## config.mk

```make
export PLATFORM = sky130hd
export DESIGN_NAME = quorum_vote_recorder
export DESIGN_NICKNAME = d
export VERILOG_FILES = /design/src/design/qvr_pkg.sv /design/src/design/quorum_vote_recorder.sv /design/src/design/qvr_ram.sv
export VERILOG_INCLUDE_DIRS = /design/src /design/src/design
export SDC_FILE = /design/constraint.sdc
export NUM_CORES = 2
export LEC_CHECK = 0
export BUFFER_PORTS_ARGS = -buffer_cell sky130_fd_sc_hd__buf_2
export CAP_MARGIN = 20
export CORE_MARGIN = 8
export CORE_UTILIZATION = 50
export DETAILED_ROUTE_END_ITERATION = 8
export PLACE_DENSITY_LB_ADDON = 0.05
export SLEW_MARGIN = 20
export SYNTH_ARGS = -nofsm -noshare
export SYNTH_HDL_FRONTEND = slang
export SYNTH_SLANG_ARGS = --single-unit
export TNS_END_PERCENT = 5
```

## constraint.sdc

```tcl
create_clock -name i_clk -period 8.4 [get_ports i_clk]
set_input_delay 0.42 -clock i_clk [delete_from_list [all_inputs] [get_ports i_clk]]
set_output_delay 0.42 -clock i_clk [all_outputs]
set_load 0.03 [all_outputs]
```

## src/design/assert_macros.svh

```systemverilog
// Assertion macros shared by the quorum vote recorder RTL.
// Depends on nothing; include by bare file name inside a module body.
`ifndef ASSERT_MACROS_SVH
`define ASSERT_MACROS_SVH

// Check that a property holds at every rising edge outside reset.
`define ASSERT_CLK(lbl, clk, rst_n, prop, msg) \
    lbl: assert property (@(posedge clk) disable iff (!(rst_n)) (prop)) else $error(msg);

// Check that a condition never holds at a rising edge outside reset.
`define ASSERT_NEVER(lbl, clk, rst_n, cond, msg) \
    lbl: assert property (@(posedge clk) disable iff (!(rst_n)) !(cond)) else $error(msg);

`endif

```

## src/design/qvr_pkg.sv

```systemverilog
// Package for the quorum vote recorder: field widths, codes, state type.
// Depends on nothing; used by quorum_vote_recorder.
`timescale 1ns / 1ps
`default_nettype none

package qvr_pkg;

    localparam int MAX_VOTERS_DEF = 16;

    localparam int EPOCH_W   = 62;
    localparam int CUR_EP_W  = 63;
    localparam int ADDR_W    = 48;
    localparam int REPL_W    = 5;
    localparam int STATUS_W  = 2;
    localparam int VCOUNT_W  = 5;

    localparam int S_DATA_W  = 160;
    localparam int S_USER_W  = 2;
    localparam int M_DATA_W  = 120;

    localparam logic [REPL_W-1:0] REPLICA_RESET = 5'd3;

    localparam logic OP_RECORD  = 1'b0;
    localparam logic OP_CORRECT = 1'b1;

    localparam logic [STATUS_W-1:0] STAT_OK    = 2'd0;
    localparam logic [STATUS_W-1:0] STAT_STALE = 2'd1;
    localparam logic [STATUS_W-1:0] STAT_DUP   = 2'd2;

    typedef enum logic [3:0] {
        ST_IDLE = 4'b0001,
        ST_EVAL = 4'b0010,
        ST_SCAN = 4'b0100,
        ST_DONE = 4'b1000
    } t_state;

endpackage

`default_nettype wire

```

## src/design/quorum_vote_recorder.sv

```systemverilog
// Quorum vote recorder top level: epoch/leader tracking and voter table scan.
// Depends on qvr_pkg, qvr_ram and assert_macros.svh.
//
// Channel   Dir  Handshake                    Payload
// s_axis    in   s_axis_tvalid/s_axis_tready  tdata: epoch, sender, proposed_leader
//                                             tuser: operation, carries_leader
// m_axis    out  m_axis_tvalid/m_axis_tready  tdata: status, vote_count, majority,
//                                             current_epoch, agreed_leader, leader_known
// cfg       in   i_cfg_valid/o_cfg_ready      i_cfg_data: replica_count
//
// One word at a time: accept, an evaluate state, a scan that compares one stored voter
// per cycle (up to MAX_VOTERS-1), and a finish state that hands the result to the output
// register.
// Reset (synchronous, active low) clears epoch to -1, count, leader, output valid.
// A word is taken while a result still waits on m_axis; the finish cycle stalls
// until the output register frees up.
`timescale 1ns / 1ps
`default_nettype none

module quorum_vote_recorder #(
    parameter int MAX_VOTERS = qvr_pkg::MAX_VOTERS_DEF
) (
    input  wire logic                          i_clk,
    input  wire logic                          i_rst_n,
    // tdata: epoch[61:0], sender[109:62], proposed_leader[157:110], zero fill
    input  wire logic [qvr_pkg::S_DATA_W-1:0]  s_axis_tdata,
    // tuser: operation[0], carries_leader[1]
    input  wire logic [qvr_pkg::S_USER_W-1:0]  s_axis_tuser,
    input  wire logic                          s_axis_tvalid,
    output logic                               s_axis_tready,
    // tdata: status[1:0], vote_count[6:2], majority_reached[7],
    //        current_epoch[70:8], agreed_leader[118:71], leader_known[119]
    output logic      [qvr_pkg::M_DATA_W-1:0]  m_axis_tdata,
    output logic                               m_axis_tvalid,
    input  wire logic                          m_axis_tready,
    input  wire logic                          i_cfg_valid,
    output logic                               o_cfg_ready,
    input  wire logic [qvr_pkg::REPL_W-1:0]    i_cfg_data
);

    import qvr_pkg::*;
    `include "assert_macros.svh"

    localparam int AW = (MAX_VOTERS > 1) ? $clog2(MAX_VOTERS) : 1;
    localparam int CW = $clog2(MAX_VOTERS + 1);

    // Registers
    t_state                     r_state, n_state;
    logic [REPL_W-1:0]          r_repl;
    logic signed [CUR_EP_W-1:0] r_epoch, n_epoch;
    logic [CW-1:0]              r_count, n_count;
    logic [ADDR_W-1:0]          r_leader, n_leader;
    logic                       r_lvalid, n_lvalid;
    logic [AW-1:0]              r_idx, n_idx;
    logic [STATUS_W-1:0]        r_status, n_status;
    // Held copy of the accepted word
    logic                       r_op;
    logic [EPOCH_W-1:0]         r_ep;
    logic [ADDR_W-1:0]          r_sender;
    logic                       r_has_ldr;
    logic [ADDR_W-1:0]          r_prop;
    // Output register
    logic                       r_m_valid;
    logic [M_DATA_W-1:0]        r_m_data;

    // RAM side
    logic                       w_we;
    logic [AW-1:0]              w_waddr;
    logic [AW-1:0]              w_raddr;
    logic [ADDR_W-1:0]          w_rdata;

    logic                       w_s_acc;
    logic                       w_out_free;
    logic signed [CUR_EP_W-1:0] w_ep_s;
    logic                       w_newer;
    logic                       w_older;
    logic                       w_last;
    logic [CW+4:0]              w_cnt_ext;
    logic [CW+4:0]              w_thresh;
    logic                       w_major;
    logic                       w_dup_empty;

    assign w_s_acc       = s_axis_tvalid && s_axis_tready;
    assign s_axis_tready = (r_state == ST_IDLE);
    assign o_cfg_ready   = 1'b1;
    assign w_out_free    = !r_m_valid || m_axis_tready;

    // Incoming epoch is unsigned; extend with a zero sign bit
    assign w_ep_s  = $signed({1'b0, r_ep});
    assign w_newer = w_ep_s > r_epoch;
    assign w_older = w_ep_s < r_epoch;

    // Last stored voter reached in the scan
    assign w_last = (CW'(r_idx) + CW'(1)) == r_count;

    // Majority: count >= replica_count/2 + 1
    assign w_cnt_ext = {5'd0, r_count};
    assign w_thresh  = (CW+5)'(r_repl[REPL_W-1:1]) + (CW+5)'(1);
    assign w_major   = w_cnt_ext >= w_thresh;

    // Read entry 0 on evaluate, then walk upward one entry a cycle
    assign w_raddr = (r_state == ST_SCAN) ? (r_idx + AW'(1)) : '0;

    qvr_ram #(
        .WIDTH (ADDR_W),
        .DEPTH (MAX_VOTERS),
        .AW    (AW)
    ) u_voters (
        .i_clk   (i_clk),
        .i_we    (w_we),
        .i_waddr (w_waddr),
        .i_wdata (r_sender),
        .i_raddr (w_raddr),
        .o_rdata (w_rdata)
    );

    always_comb begin
        logic [CW-1:0]     v_cnt;
        logic [ADDR_W-1:0] v_ldr;
        logic              v_lv;

        n_state  = r_state;
        n_epoch  = r_epoch;
        n_count  = r_count;
        n_leader = r_leader;
        n_lvalid = r_lvalid;
        n_idx    = r_idx;
        n_status = r_status;
        w_we     = 1'b0;
        w_waddr  = r_count[AW-1:0];
        v_cnt    = r_count;
        v_ldr    = r_leader;
        v_lv     = r_lvalid;

        case (r_state)
            ST_IDLE: begin
                n_idx    = '0;
                n_status = STAT_OK;
                if (w_s_acc) begin
                    n_state = ST_EVAL;
                end
            end
            ST_EVAL: begin
                n_state = ST_DONE;
                if (r_op == OP_CORRECT) begin
                    // Lower a too-new epoch and drop the round
                    if (w_older == 1'b0 && w_newer == 1'b0) begin
                        n_epoch = r_epoch;
                    end else if (w_older) begin
                        n_epoch  = w_ep_s;
                        n_count  = '0;
                        n_leader = '0;
                        n_lvalid = 1'b0;
                    end
                end else if (w_older) begin
                    n_status = STAT_STALE;
                end else begin
                    if (w_newer) begin
                        n_epoch = w_ep_s;
                        v_cnt   = '0;
                        v_ldr   = '0;
                        v_lv    = 1'b0;
                    end
                    if (r_has_ldr) begin
                        if (!v_lv) begin
                            v_ldr = r_prop;
                            v_lv  = 1'b1;
                        end else if (r_prop != v_ldr) begin
                            v_cnt = '0;
                            v_ldr = r_prop;
                            v_lv  = 1'b1;
                        end
                    end
                    n_leader = v_ldr;
                    n_lvalid = v_lv;
                    n_count  = v_cnt;
                    if (v_cnt >= CW'(MAX_VOTERS)) begin
                        // Table full: ignore the sender
                        n_count = v_cnt;
                    end else if (v_cnt == '0) begin
                        // Empty table: store the sender as first voter
                        w_we    = 1'b1;
                        w_waddr = '0;
                        n_count = CW'(1);
                    end else begin
                        n_state = ST_SCAN;
                    end
                end
            end
            ST_SCAN: begin
                if (w_rdata == r_sender) begin
                    n_status = STAT_DUP;
                    n_state  = ST_DONE;
                end else if (w_last) begin
                    // No match: append at the end of the table
                    w_we    = 1'b1;
                    n_count = r_count + CW'(1);
                    n_state = ST_DONE;
                end else begin
                    n_idx = r_idx + AW'(1);
                end
            end
            ST_DONE: begin
                if (w_out_free) begin
                    n_state = ST_IDLE;
                end
            end
            default: begin
                n_state = ST_IDLE;
            end
        endcase
    end

    // Control state
    always_ff @(posedge i_clk) begin
        if (!i_rst_n) begin
            r_state   <= ST_IDLE;
            r_repl    <= REPLICA_RESET;
            r_epoch   <= '1;
            r_count   <= '0;
            r_leader  <= '0;
            r_lvalid  <= 1'b0;
            r_idx     <= '0;
            r_status  <= STAT_OK;
            r_m_valid <= 1'b0;
        end else begin
            r_state  <= n_state;
            r_epoch  <= n_epoch;
            r_count  <= n_count;
            r_leader <= n_leader;
            r_lvalid <= n_lvalid;
            r_idx    <= n_idx;
            r_status <= n_status;
            if (i_cfg_valid && o_cfg_ready) begin
                r_repl <= i_cfg_data;
            end
            // Hold the result until taken; load a new one on finish
            if (r_state == ST_DONE && w_out_free) begin
                r_m_valid <= 1'b1;
            end else if (m_axis_tready) begin
                r_m_valid <= 1'b0;
            end
        end
    end

    // Payload: capture the accepted word and the finished result
    always_ff @(posedge i_clk) begin
        if (w_s_acc) begin
            r_op      <= s_axis_tuser[0];
            r_has_ldr <= s_axis_tuser[1];
            r_ep      <= s_axis_tdata[61:0];
            r_sender  <= s_axis_tdata[109:62];
            r_prop    <= s_axis_tdata[157:110];
        end
        if (r_state == ST_DONE && w_out_free) begin
            r_m_data <= {r_lvalid, r_leader, r_epoch, w_major,
                         w_cnt_ext[VCOUNT_W-1:0], r_status};
        end
    end

    assign m_axis_tvalid = r_m_valid;
    assign m_axis_tdata  = r_m_data;

    // Checks
    assign w_dup_empty = (r_status == STAT_DUP) && (r_count == '0);

    `ASSERT_CLK(a_count_bound, i_clk, i_rst_n, r_count <= CW'(MAX_VOTERS), "count above depth")
    `ASSERT_CLK(a_accept_eval, i_clk, i_rst_n, w_s_acc |=> (r_state == ST_EVAL), "missed evaluate")
    `ASSERT_CLK(a_write_room, i_clk, i_rst_n, w_we |-> (CW'(w_waddr) < n_count), "write past count")
    `ASSERT_NEVER(a_dup_empty, i_clk, i_rst_n, w_dup_empty, "duplicate reported on empty table")

endmodule

`default_nettype wire

```

## src/design/qvr_ram.sv

```systemverilog
// Generic single-write, single-read synchronous RAM with registered read data.
// Depends on nothing.
`timescale 1ns / 1ps
`default_nettype none

module qvr_ram #(
    parameter int WIDTH = 48,
    parameter int DEPTH = 16,
    parameter int AW    = (DEPTH > 1) ? $clog2(DEPTH) : 1
) (
    input  wire logic             i_clk,
    input  wire logic             i_we,
    input  wire logic [AW-1:0]    i_waddr,
    input  wire logic [WIDTH-1:0] i_wdata,
    input  wire logic [AW-1:0]    i_raddr,
    output logic      [WIDTH-1:0] o_rdata
);

    logic [WIDTH-1:0] r_mem [DEPTH];
    logic [WIDTH-1:0] r_rdata;

    always_ff @(posedge i_clk) begin
        if (i_we) begin
            r_mem[i_waddr] <= i_wdata;
        end
        r_rdata <= r_mem[i_raddr];
    end

    assign o_rdata = r_rdata;

endmodule

`default_nettype wire

```

==> reports/results.ini <==
[worst_setup_path]
reg2reg_depth = 15
cp-end-kind = flip-flop
crit_type = reg -> reg
cp.buffers_inverters = 3
timing.rr.start = r_ep[56]$_DFFE_PP_
crit_arrival_ps = 5970
critPathLaunchType = flip-flop
timing.critical_path.mode_cell = buf_4
path_depth = 15
rrSetupSlack_ps = 2740
crit_slowest_cell = nor4_1
required_ps = 8710
cp_top_family = simple AND/OR/NAND/NOR gates
path_cells = ha_1 > nand4_1 > nor4_1 > nand4_1 > a31oi_1 > nor4_4 > buf_4 > or2_0 > buf_4 > o32ai_1 > o211ai_1 > or2_2 > o21ai_1 > o22ai_4 > buf_4
reg2reg_to = u_voters.r_mem[0][13]$_DFFE_PP_
critPathMaxStageDelay_ps = 670
worstPathMaxFanout = 48

[pwr]
irDropWorstVdd_v = 0.000204
power.density_nw_per_um2 = 224
p_leak_nw = 19.2

[floorplan]
rows = 113
die_area_sq_um = 106000
core_area_sq_um = 95200
die_x_um = 326
ios = 295
initial_utilization = 0.505
die_y_um = 326

[grt]
gr-total-overflow = 0
grt_max_degree = 160
grt_pass1_wl_mm = 186
grt_antenna_before_repair = 8
first_global_vias = 30100
grt_use_total = 0.228

[timing]
fmax_mhz = 177
drv_slew = 0
tightestPinTransition_ps = 1120
skew_ps = 25.3
rsz0062_at_grt = no
tns_ps = 0
hold_viol = 0
fin_crit_sh = 0.674
setup_viol = 0
slew-limit-headroom = 0.249
fin_crit_ps = 5660

[hold_path]
min_path_cells = 3
holdPathEnd = r_repl[4]$_SDFFE_PN0P_
min_path_type = in -> reg
min_from = i_cfg_valid

[yosys]
ys.flop_type = edfxtp_1
synth.distinct_cells = 67
async_reset_ff_frac = 0
netlist_instances = 3227
ys_warn_count = 0
synth_edf_count = 1048
syn_area_sq_um = 48000
ys_ff_latch = 1228
ys_seq_area_frac = 0.731
syn_nets = 3469
syn_avg_cell_area_sq_um = 14.9

[clock_tree]
cts_num_sinks = 1228
insertion_delay_ps = 720
cts_inserted_buffers = 134
cts_buffer_depth = 3
cts.reportedPaths.clkPinSlew_ps = 60
htreeDepth = 4
root_buffer = clkbuf_16
cts_tree = built

[drt]
vias = 29000
drt-initial-drc-count = 2107
antenna_left = 0
route.detailed.drc = 0
drt_pass1_iterations = 6
wire_per_inst_um = 24.5
routed_wirelength_mm = 124
vias_per_cell = 5.73

[layout]
fillCellCount = 7258
post-route-util = 0.598
syn_to_final_growth_pct = 18.4
nets = 3924
drive_above_1_share = 0.199

[placement]
hpwl_mm = 65.8
gp_congestion = 0.809
portBuffers = 290

[job]
max_cap_viol_count = 0

[run_status]
status = complete, no violations

-- cells by family after synthesis --
logic type / count (synthesis) / share of synthesized area
XOR/XNOR: 82 / 0.0150
AO/OA/AOI/OAI: 735 / 0.0984
buffers and inverters: 310 / 0.0254
AND/OR/NAND/NOR: 512 / 0.0472
flip-flops: 1228 / 0.731
multiplexers: 289 / 0.0652
other: 1 / 0.0000781
adder cells (fa/ha/maj): 70 / 0.0182
-- flip-flops by register name (all words and copies together) (netlist names) --
name              flops
r_ep                 62
m_axis_tdata        120
u_voters.r_mem      768
r_has_ldr             1
r_lvalid              1
r_op                  1
r_status              2
r_leader             48
r_repl                4
m_axis_tvalid         1
u_voters.o_rdata     48
r_count               5
r_epoch              63
r_prop               48
r_state               4
r_sender             48
r_idx                 4
-- power by group --
group | switching, W | leakage, nW | internal (W)
clock | 0.00229 | 2.06 | 0.00333
combinational | 0.000161 | 6.35 | 0.000133
sequential | 0.000103 | 10.8 | 0.00671
-- worst max path at each step --
stage | startpoint | endpoint | slack [ps]
after floorplan | r_state[0]$_SDFFE_PN1P_ | m_axis_tdata[0]$_DFFE_PP_ | 1710
after global placement | r_ep[56]$_DFFE_PP_ | u_voters.r_mem[0][16]$_DFFE_PP_ | 2920
after detailed placement | r_ep[56]$_DFFE_PP_ | u_voters.r_mem[0][34]$_DFFE_PP_ | 2850
after CTS | r_ep[56]$_DFFE_PP_ | u_voters.r_mem[0][13]$_DFFE_PP_ | 2810
after global routing | r_ep[56]$_DFFE_PP_ | u_voters.r_mem[0][13]$_DFFE_PP_ | 2550
final | r_ep[56]$_DFFE_PP_ | u_voters.r_mem[0][13]$_DFFE_PP_ | 2740
-- worst reg2reg max path: stages (launching register included) --
cell and delay [ps]:
edfxtp_1 400, ha_1 340, nand4_1 220, nor4_1 670, nand4_1 160, a31oi_1 300, nor4_4 50, buf_4 230
or2_0 470, buf_4 290, o32ai_1 340, o211ai_1 290, or2_2 380, o21ai_1 490, o22ai_4 110, buf_4 470
-- synth_stat cells (3+ instances only) --
master        n  area share
nand3_1      15      0.0016
nand2b_1      7     0.00091
and2_1        4     0.00052
or3_1         3     0.00039
o32ai_1       4     0.00073
edfxtp_1   1048        0.66
dfxtp_1     180       0.075
buf_4         4     0.00063
o21a_1        3     0.00047
ha_1         70       0.018
and3_1        4     0.00052
o211ai_1     69       0.011
o22ai_1      58      0.0076
a221oi_1     49      0.0089
inv_1       123      0.0096
or2_2         3     0.00039
a211oi_1      8      0.0013
mux2i_1     101       0.021
o31ai_1       5     0.00078
a31oi_1       9      0.0012
nand2_1     295       0.023
a21oi_1     273       0.028
a22oi_1       3     0.00047
buf_1        14      0.0011
a21o_1        5     0.00078
xor2_1       73       0.013
o21ai_0     127       0.013
a2bb2oi_1     3     0.00055
nor2b_1       9      0.0012
o221ai_1     47      0.0086
nand4_1      21      0.0027
a311oi_1      3     0.00055
xnor2_1       9      0.0016
buf_6         4     0.00094
nor3_1        9     0.00094
buf_2         9     0.00094
nor4_1       21      0.0027
clkbuf_1    156       0.012
a32o_1       52       0.011
and4_1        3     0.00055
nor2_1       99      0.0077
mux2_2      188       0.044
nor4b_1       7      0.0013
-- cell type report --
type	instances	area [sq um]	area share
sequential	1228	35100	0.617
multi-input combinational	1689	12000	0.210
clock buffer	188	3800	0.0669
timing repair buffer	506	3540	0.0622
tap	1265	1580	0.0278
inverter	123	462	0.00812
clock inverter	53	417	0.00733
antenna	8	20.0	0.000352
-- metrics by stage --
step                      cells  hold slack [ps]  worst slack, ps  total power [W]  instance area (sq um)
after CTS                  5051             9.10             2810           0.0128                  56800
final                      5060             55.9             2740           0.0127                  56900
after global placement     4642              412             2920          0.00715                  50900
after global routing       5060             52.8             2550           0.0131                  56900
after detailed placement   4643              413             2850          0.00717                  50900
after floorplan            3227              408             1710          0.00703                  48000
-- placed cells by master (no fill, tap or decap), types with 18 or more instances in the layout --
master,netlist,layout
buf_4,4,45
a21oi_1,273,273
clkinv_2,0,18
clkbuf_16,0,140
xor2_1,73,73
nand2_1,295,293
o211ai_1,69,69
nor4_1,21,21
dlygate4sd3_1,0,167
inv_1,123,123
dfxtp_1,180,179
o21ai_0,127,127
clkbuf_1,156,36
ha_1,70,69
edfxtp_1,1048,1048
a32o_1,52,52
buf_2,9,290
a221oi_1,49,49
clkinv_1,0,22
nand4_1,21,21
o22ai_1,58,57
mux2_2,188,188
nor2_1,99,84
o221ai_1,47,47
mux2i_1,101,101
-- repair_timing --
action                    in CTS  in global routing
resized for setup              0                  0
hold endpoints to repair     165                  0
buffers inserted               0                  0
hold buffers                 167                  0
-- metal layers --
metal	global-route usage	share of wire	up-vias
li1	-	-	13300
met1	0.294	0.42	14600
met2	0.392	0.50	885
met3	0.0344	0.053	236
met4	0.0851	0.032	0
met5	0	0	-
Power figures use the tool's default switching activity.
